[src/rtl/icr_pkg.sv]
`default_nettype none

package icr_pkg;

  localparam int COMPONENT_WIDTH_DEF = 16;
  localparam int FIELD_W = 48;
  localparam int DEPTH_W = 16;
  localparam int IMASS_W = 16;
  localparam int DEN_W = IMASS_W + 1;
  localparam int REST_W = 9;
  localparam int ONE_Q = 256;

  typedef enum logic [1:0] {
    KIND_ABSENT  = 2'd0,
    KIND_STATIC  = 2'd1,
    KIND_DYNAMIC = 2'd2
  } kind_e;

  typedef enum logic [1:0] {
    CASE_NONE = 2'd0,
    CASE_BOTH = 2'd1,
    CASE_A    = 2'd2,
    CASE_B    = 2'd3
  } case_e;

  typedef struct packed {
    case_e code;
    logic  kneg;
    logic  kzero;
    logic  sat;
    logic  den_zero;
  } flags_t;

endpackage

`default_nettype wire

[src/rtl/icr_front.sv]
`default_nettype none

module icr_front #(
  parameter int W = 16
) (
  input  wire logic                         clk_i,
  input  wire logic                         rst_ni,
  input  wire logic                         en_i,
  input  wire logic                         valid_i,
  input  wire logic [icr_pkg::FIELD_W-1:0]  velocity_a_i,
  input  wire logic [icr_pkg::FIELD_W-1:0]  velocity_b_i,
  input  wire logic [icr_pkg::FIELD_W-1:0]  contact_normal_i,
  input  wire logic [icr_pkg::DEPTH_W-1:0]  penetration_depth_i,
  input  wire logic [icr_pkg::IMASS_W-1:0]  inv_mass_a_i,
  input  wire logic [icr_pkg::IMASS_W-1:0]  inv_mass_b_i,
  input  wire logic [icr_pkg::REST_W-1:0]   restitution_a_i,
  input  wire logic [icr_pkg::REST_W-1:0]   restitution_b_i,
  input  wire logic [1:0]                   kind_a_i,
  input  wire logic [1:0]                   kind_b_i,
  output logic                              valid_o,
  output icr_pkg::flags_t                   flags_o,
  output logic [2*W+14:0]                   kmag_o,
  output logic [icr_pkg::DEN_W-1:0]         den_o,
  output logic [3*(W+1)-1:0]                n_o,
  output logic [2*icr_pkg::DEPTH_W-1:0]     num_o,
  output logic [icr_pkg::DEPTH_W-1:0]       depth_o
);

  import icr_pkg::*;

  localparam int PADW = (3 * W > FIELD_W) ? 3 * W : FIELD_W;
  localparam int PW   = 2 * W + 2;
  localparam int DOTW = 2 * W + 4;
  localparam int KW   = DOTW + 11;
  localparam int LIMW = DEN_W + W + 16;
  localparam int CMPW = (KW > LIMW) ? KW : LIMW;
  localparam logic [W+15:0] JLIM = {1'b1, {(W + 14){1'b0}}, 1'b1};

  logic [PADW-1:0] va_pad, vb_pad, n_pad;
  assign va_pad = PADW'(velocity_a_i);
  assign vb_pad = PADW'(velocity_b_i);
  assign n_pad  = PADW'(contact_normal_i);

  logic dyn_a, dyn_b;
  assign dyn_a = kind_a_i == KIND_DYNAMIC;
  assign dyn_b = kind_b_i == KIND_DYNAMIC;

  case_e             code_d;
  logic [REST_W-1:0] ra_s, rb_s, e_d;
  logic [DEN_W-1:0]  den_d;
  logic signed [W:0] va_c [3];
  logic signed [W:0] vb_c [3];
  logic signed [W:0] n_c  [3];
  logic signed [W:0] u_d  [3];
  logic signed [W:0] n_d  [3];

  always_comb begin
    if (dyn_a && dyn_b) begin
      code_d = CASE_BOTH;
    end else if (dyn_a) begin
      code_d = CASE_A;
    end else if (dyn_b) begin
      code_d = CASE_B;
    end else begin
      code_d = CASE_NONE;
    end
    ra_s = (restitution_a_i > REST_W'(ONE_Q)) ? REST_W'(ONE_Q) : restitution_a_i;
    rb_s = (restitution_b_i > REST_W'(ONE_Q)) ? REST_W'(ONE_Q) : restitution_b_i;
    for (int i = 0; i < 3; i++) begin
      va_c[i] = $signed({va_pad[i*W+W-1], va_pad[i*W +: W]});
      vb_c[i] = $signed({vb_pad[i*W+W-1], vb_pad[i*W +: W]});
      n_c[i]  = $signed({n_pad[i*W+W-1], n_pad[i*W +: W]});
    end
    case (code_d)
      CASE_BOTH: begin
        for (int i = 0; i < 3; i++) begin
          u_d[i] = va_c[i] - vb_c[i];
          n_d[i] = n_c[i];
        end
        e_d   = (ra_s < rb_s) ? ra_s : rb_s;
        den_d = {1'b0, inv_mass_a_i} + {1'b0, inv_mass_b_i};
      end
      CASE_A: begin
        for (int i = 0; i < 3; i++) begin
          u_d[i] = va_c[i];
          n_d[i] = n_c[i];
        end
        e_d   = ra_s;
        den_d = {1'b0, inv_mass_a_i};
      end
      CASE_B: begin
        for (int i = 0; i < 3; i++) begin
          u_d[i] = vb_c[i];
          n_d[i] = -n_c[i];
        end
        e_d   = rb_s;
        den_d = {1'b0, inv_mass_b_i};
      end
      default: begin
        for (int i = 0; i < 3; i++) begin
          u_d[i] = '0;
          n_d[i] = '0;
        end
        e_d   = '0;
        den_d = '0;
      end
    endcase
  end

  // stage 0: decoded contact
  logic              v0_q, v1_q, v2_q, v3_q, v4_q;
  case_e             c0_q, c1_q, c2_q, c3_q;
  logic signed [W:0] u0_q [3];
  logic signed [W:0] n0_q [3];
  logic signed [W:0] n1_q [3];
  logic signed [W:0] n2_q [3];
  logic signed [W:0] n3_q [3];
  logic signed [W:0] n4_q [3];
  logic [REST_W-1:0] e0_q, e1_q, e2_q;
  logic [DEN_W-1:0]  den0_q, den1_q, den2_q, den3_q, den4_q;
  logic [IMASS_W-1:0] imb0_q, imb1_q;
  logic [DEPTH_W-1:0] dep0_q, dep1_q, dep2_q, dep3_q, dep4_q;
  logic signed [PW-1:0]   p1_q [3];
  logic signed [DOTW-1:0] dot2_q;
  logic [2*DEPTH_W-1:0]   num2_q, num3_q, num4_q;
  logic [LIMW-1:0]        lim2_q, lim3_q;
  logic signed [KW-1:0]   k3_q;
  logic [KW-1:0]          kmag4_q;
  flags_t                 f4_q;

  logic [9:0]    ec;
  logic [KW-1:0] kmag_d;
  assign ec     = 10'(ONE_Q) + {1'b0, e2_q};
  assign kmag_d = k3_q[KW-1] ? KW'(-k3_q) : KW'(k3_q);

  always_ff @(posedge clk_i or negedge rst_ni) begin
    if (!rst_ni) begin
      v0_q <= 1'b0;
      v1_q <= 1'b0;
      v2_q <= 1'b0;
      v3_q <= 1'b0;
      v4_q <= 1'b0;
    end else if (en_i) begin
      v0_q <= valid_i;
      v1_q <= v0_q;
      v2_q <= v1_q;
      v3_q <= v2_q;
      v4_q <= v3_q;
    end
  end

  always_ff @(posedge clk_i) begin
    if (en_i) begin
      c0_q   <= code_d;
      e0_q   <= e_d;
      den0_q <= den_d;
      imb0_q <= inv_mass_b_i;
      dep0_q <= penetration_depth_i;
      for (int i = 0; i < 3; i++) begin
        u0_q[i] <= u_d[i];
        n0_q[i] <= n_d[i];
      end
      // stage 1: component products
      c1_q   <= c0_q;
      e1_q   <= e0_q;
      den1_q <= den0_q;
      imb1_q <= imb0_q;
      dep1_q <= dep0_q;
      for (int i = 0; i < 3; i++) begin
        p1_q[i] <= PW'(u0_q[i] * n0_q[i]);
        n1_q[i] <= n0_q[i];
      end
      // stage 2: dot sum, depth share numerator, saturation limit
      c2_q   <= c1_q;
      e2_q   <= e1_q;
      den2_q <= den1_q;
      dep2_q <= dep1_q;
      dot2_q <= DOTW'(p1_q[0]) + DOTW'(p1_q[1]) + DOTW'(p1_q[2]);
      num2_q <= dep1_q * imb1_q;
      lim2_q <= den1_q * JLIM;
      for (int i = 0; i < 3; i++) n2_q[i] <= n1_q[i];
      // stage 3: k = dot * (1 + e)
      c3_q   <= c2_q;
      den3_q <= den2_q;
      dep3_q <= dep2_q;
      num3_q <= num2_q;
      lim3_q <= lim2_q;
      k3_q   <= KW'(dot2_q * $signed({1'b0, ec}));
      for (int i = 0; i < 3; i++) n3_q[i] <= n2_q[i];
      // stage 4: magnitude and range check
      f4_q.code     <= c3_q;
      f4_q.kneg     <= k3_q[KW-1];
      f4_q.kzero    <= k3_q == '0;
      f4_q.sat      <= CMPW'(kmag_d) >= CMPW'(lim3_q);
      f4_q.den_zero <= den3_q == '0;
      kmag4_q <= kmag_d;
      den4_q  <= den3_q;
      dep4_q  <= dep3_q;
      num4_q  <= num3_q;
      for (int i = 0; i < 3; i++) n4_q[i] <= n3_q[i];
    end
  end

  assign valid_o = v4_q;
  assign flags_o = f4_q;
  assign kmag_o  = kmag4_q;
  assign den_o   = den4_q;
  assign num_o   = num4_q;
  assign depth_o = dep4_q;
  assign n_o     = {n4_q[2], n4_q[1], n4_q[0]};

endmodule

`default_nettype wire

[config.mk]
export PLATFORM = sky130hd
export DESIGN_NAME = icr_front
export DESIGN_NICKNAME = d
export VERILOG_FILES = /design/src/rtl/icr_pkg.sv /design/src/rtl/icr_front.sv
export SDC_FILE = /design/constraint.sdc
export NUM_CORES = 2
export LEC_CHECK = 0
export BUFFER_PORTS_ARGS = -buffer_cell sky130_fd_sc_hd__buf_2
export CAP_MARGIN = 20
export CORE_MARGIN = 2
export CORE_UTILIZATION = 64
export DETAILED_ROUTE_END_ITERATION = 12
export GPL_TIMING_DRIVEN = 0
export MAX_ROUTING_LAYER = met4
export PLACE_DENSITY_LB_ADDON = 0.05
export SYNTH_ARGS = -nofsm -noshare
export SYNTH_HDL_FRONTEND = slang
export SYNTH_SLANG_ARGS = --single-unit
[constraint.sdc]
create_clock -name clk_i -period 8.29 [get_ports clk_i]
set_input_delay 0.4145 -clock clk_i [delete_from_list [all_inputs] [get_ports clk_i]]
set_output_delay 0.4145 -clock clk_i [all_outputs]
set_load 0.01 [all_outputs]
==> summary.txt <==
Worst setup path
  • Critical path type: flop to flop
  • Crit-path max cell delay: about 650 ps
  • CP Capture Type: flop
  • Worst path slowest cell: clkbuf_1
  • R2r endpoint: p1_q[0][101]
  • Worst Path Required: slightly below 9000 ps
  • Reg2Reg Depth: 25
  • Startpoint types: flop
  • Worst path arrival time: 8370 ps
  • R2r setup slk: 400 ps
  • CP Max Fanout: 10
  • WP buf/inv: 7
  • Delay-heaviest family, CP: adder cells
  • R2R Path Start: n0_q[0][42]
  • CP Launch Point: n0_q[0][42]
  • Cell mode on critical path: fa_1

Global routing
  • Pin count of the biggest net entering global routing: 136
  • Total global-route track usage: 0.358
  • Initial antenna violation count: 19
  • Vias in the first global route: roughly 63000
  • Remaining Overflow, GRT: 0
  • First-pass GRT wire length: 367 mm

Job
  • Max-Cap Viols: 0

Final layout
  • Fin util: 0.701
  • Finished Layout Cells: approximately 10000
  • Nets: around 11000
  • Ratio of cells with drive above 1 in the final layout: 0.0722
  • Area growth, synth to finish: 9.23%
  • Fill count: between 10000 and 15000

Clocking
  • Root Buffer: clkbuf_16
  • Worst skew pair latency: 740 ps
  • CTS tree: yes
  • CTS Sinks: roughly 880
  • Clock slew at reported path FFs: 70 ps
  • # H-tree levels: 3
  • Clock Tree Buf Depth: 3
  • CTS buffer count: between 90 and 100

Floorplan
  • Row count: around 140
  • Die Height: 375 um
  • Die ar.: 140000 um2
  • I/O pin cnt: 388
  • Placeable Area: between 100000 and 150000 um2
  • Initial core utilization: 0.642
  • Die width: between 300 and 400 um

Synthesis
  • Syn avg cell area: around 11 um2
  • YS warnings: 0
  • Main synth FF type: edfxtp_1
  • Largest area contributor in the netlist: fa_1
  • Top cells by area, synth: fa_1 (32%), edfxtp_1 (30%), ha_1 (8.6%)
  • #FFs+latches synth: 877
  • Post-synth top area share: 0.317
  • Ys async rst share: 0.00570
  • Seq/Total Area, Yosys: 0.299
  • Library cells used by synthesis: 75
  • Synth Net Count: slightly above 10000
  • Post-synthesis cell count: ~8000
  • Post-Synthesis Cell Area: 87900 um2
  • EDFF count, synth: around 870

Min path
  • Hold endpoint: u0_q[0][1]
  • Hold depth: 3
  • Hold Crit Start: velocity_a_i[1]
  • Worst hold path class: primary input to flop

Route
  • Via count: between 60000 and 70000
  • DRC Markers: 0
  • Final wirelength: about 240 mm
  • Starting DRC count in detailed routing: between 5000 and 6000
  • Vias per cell: approximately 5.8
  • Drt pass-1 iters: 9
  • Routed wire length per instance: 22.6 um
  • Post-route ant nets: 0

Timing
  • Clock Skew: 55.6 ps
  • Worst Setup Slack, final: 400 ps
  • Setup violators final: 0
  • F_max: about 130 MHz
  • Slew headroom: 0.275
  • Pin slew with the least headroom to its limit: 1090 ps
  • Final Hold Violating Endpoints: 0
  • Pins over their slew limit: 0
  • Tcrit/Tclk final: 0.952
  • Tmin final: slightly below 8000 ps
  • RSZ-0062 raised after global routing: no

Placed design
  • Port bufs: 387
  • GP Congestion: between 1 and 1.5
  • Hpwl dp: 194 mm
  • Worst slack, placed: approximately 260 ps
  • Post-Place Cells: 10200

Status
  • Status: completed
[sequential cells by signal, summed over array words and instances, names as in the netlist, 17 cells and up]
name,flops
n2_q,51
num2_q,32
n0_q,51
den1_q,17
num3_q,32
p1_q,102
k3_q,47
n1_q,51
den0_q,17
n4_q,51
n3_q,51
num_o,32
kmag_o,47
den_o,17
u0_q,51
dot2_q,36
[kinds of logic (layout without fill, tap and decap cells)]
group,after synthesis,after routing,share of synthesized area
AO/OA/AOI/OAI,795,795,0.0613
XOR/XNOR,339,339,0.0338
adder cells (fa/ha/maj),1999,1999,0.403
buffers and inverters,1819,2436,0.0777
flip-flops,877,877,0.299
multiplexers,46,46,0.00589
other,1,23,0.0000426
AND/OR/NAND/NOR,2150,2150,0.119
[Yosys cell counts (all sizes together) (34+ instances only)]
cell type     n
nor2        296
and2        632
nor2b        51
nand2       881
a222oi       61
a21oi       195
a21o         98
inv        1513
edfxtp      872
o21ai       145
xor2         84
nor3         60
clkbuf      284
mux2         46
fa         1392
nand2b       44
nand3        49
ha          607
xnor2       255
o21a         34
a22oi        37
[worst min-delay path, delay by kind of cell]
kind | cells | cell delay [ps]
AOI/OAI and AO/OA | 1 | 60
buffers and inverters | 1 | 120
and+or+nand+nor | 1 | 90
[layout make-up]
type                       instances  area [um2]  share of cell area
buffer                           305        1150              0.0120
clock buffer                     111        2370              0.0247
inverter                        1513        5680              0.0591
multi-input combinational       5330       54800               0.571
antenna                           22        55.1            0.000573
clock inverter                    58         656             0.00683
timing repair buffer             449        2770              0.0288
sequential                       877       26300               0.274
tap                             1794        2240              0.0234
[cells in the final DEF (no fill, tap or decap), drive strengths merged, types with 28 or more instances in the layout]
master | netlist | final
a211oi | 30 | 30
a21o | 98 | 98
a21oi | 195 | 195
a222oi | 61 | 61
a22oi | 37 | 37
and2 | 632 | 632
buf | 22 | 429
clkbuf | 284 | 394
clkinv | 0 | 35
dlygate4sd3 | 0 | 41
edfxtp | 872 | 872
fa | 1392 | 1392
ha | 607 | 607
inv | 1513 | 1524
mux2 | 46 | 46
nand2 | 881 | 881
nand2b | 44 | 44
nand3 | 49 | 49
nor2 | 296 | 296
nor2b | 51 | 51
nor3 | 60 | 60
nor4 | 28 | 28
o21a | 34 | 34
o21ai | 145 | 145
o21bai | 30 | 30
o31ai | 28 | 28
or3 | 32 | 32
xnor2 | 255 | 255
xor2 | 84 | 84
[worst max-delay path by stage]
stage / to / slack (ps) / cells past startpoint
floorplan: p1_q[0][101] / 1810 / 23
global placement: v2_q / -6760 / 2
detailed placement: p1_q[0][32] / 260 / 20
CTS: p1_q[0][32] / 180 / 20
global route: p1_q[0][101] / 170 / 24
finish: p1_q[0][101] / 400 / 25
[through the flow]
step / cell area [um2] / hold slack (ps) / setup TNS, ps
finish: 96100 / 55.3 / 0
CTS: 96000 / 1.93 / 0
detailed placement: 92500 / 229 / 0
floorplan: 87900 / 119 / 0
global route: 96000 / 60.7 / 0
global placement: 92100 / 226 / -5424820
[per-layer routing]
metal / vias up / track usage / wire [um]
li1: 26700 / - / -
met1: 30600 / 0.466 / 93400
met2: 2424 / 0.561 / 111000
met3: 474 / 0.0578 / 19900
met4: 0 / 0.161 / 12400
met5: - / - / 0
[repair_timing]
item / in CTS / in global routing
setup buffers: 0 / 0
resized for setup: 0 / 3
setup endpoints to repair: 0 / 2
endpoints found under the hold margin: 44 / 0
hold buffers: 41 / 0
Power is not shown: default switching activity piles up to over one toggle a cycle in this logic, so the estimate is an artifact.
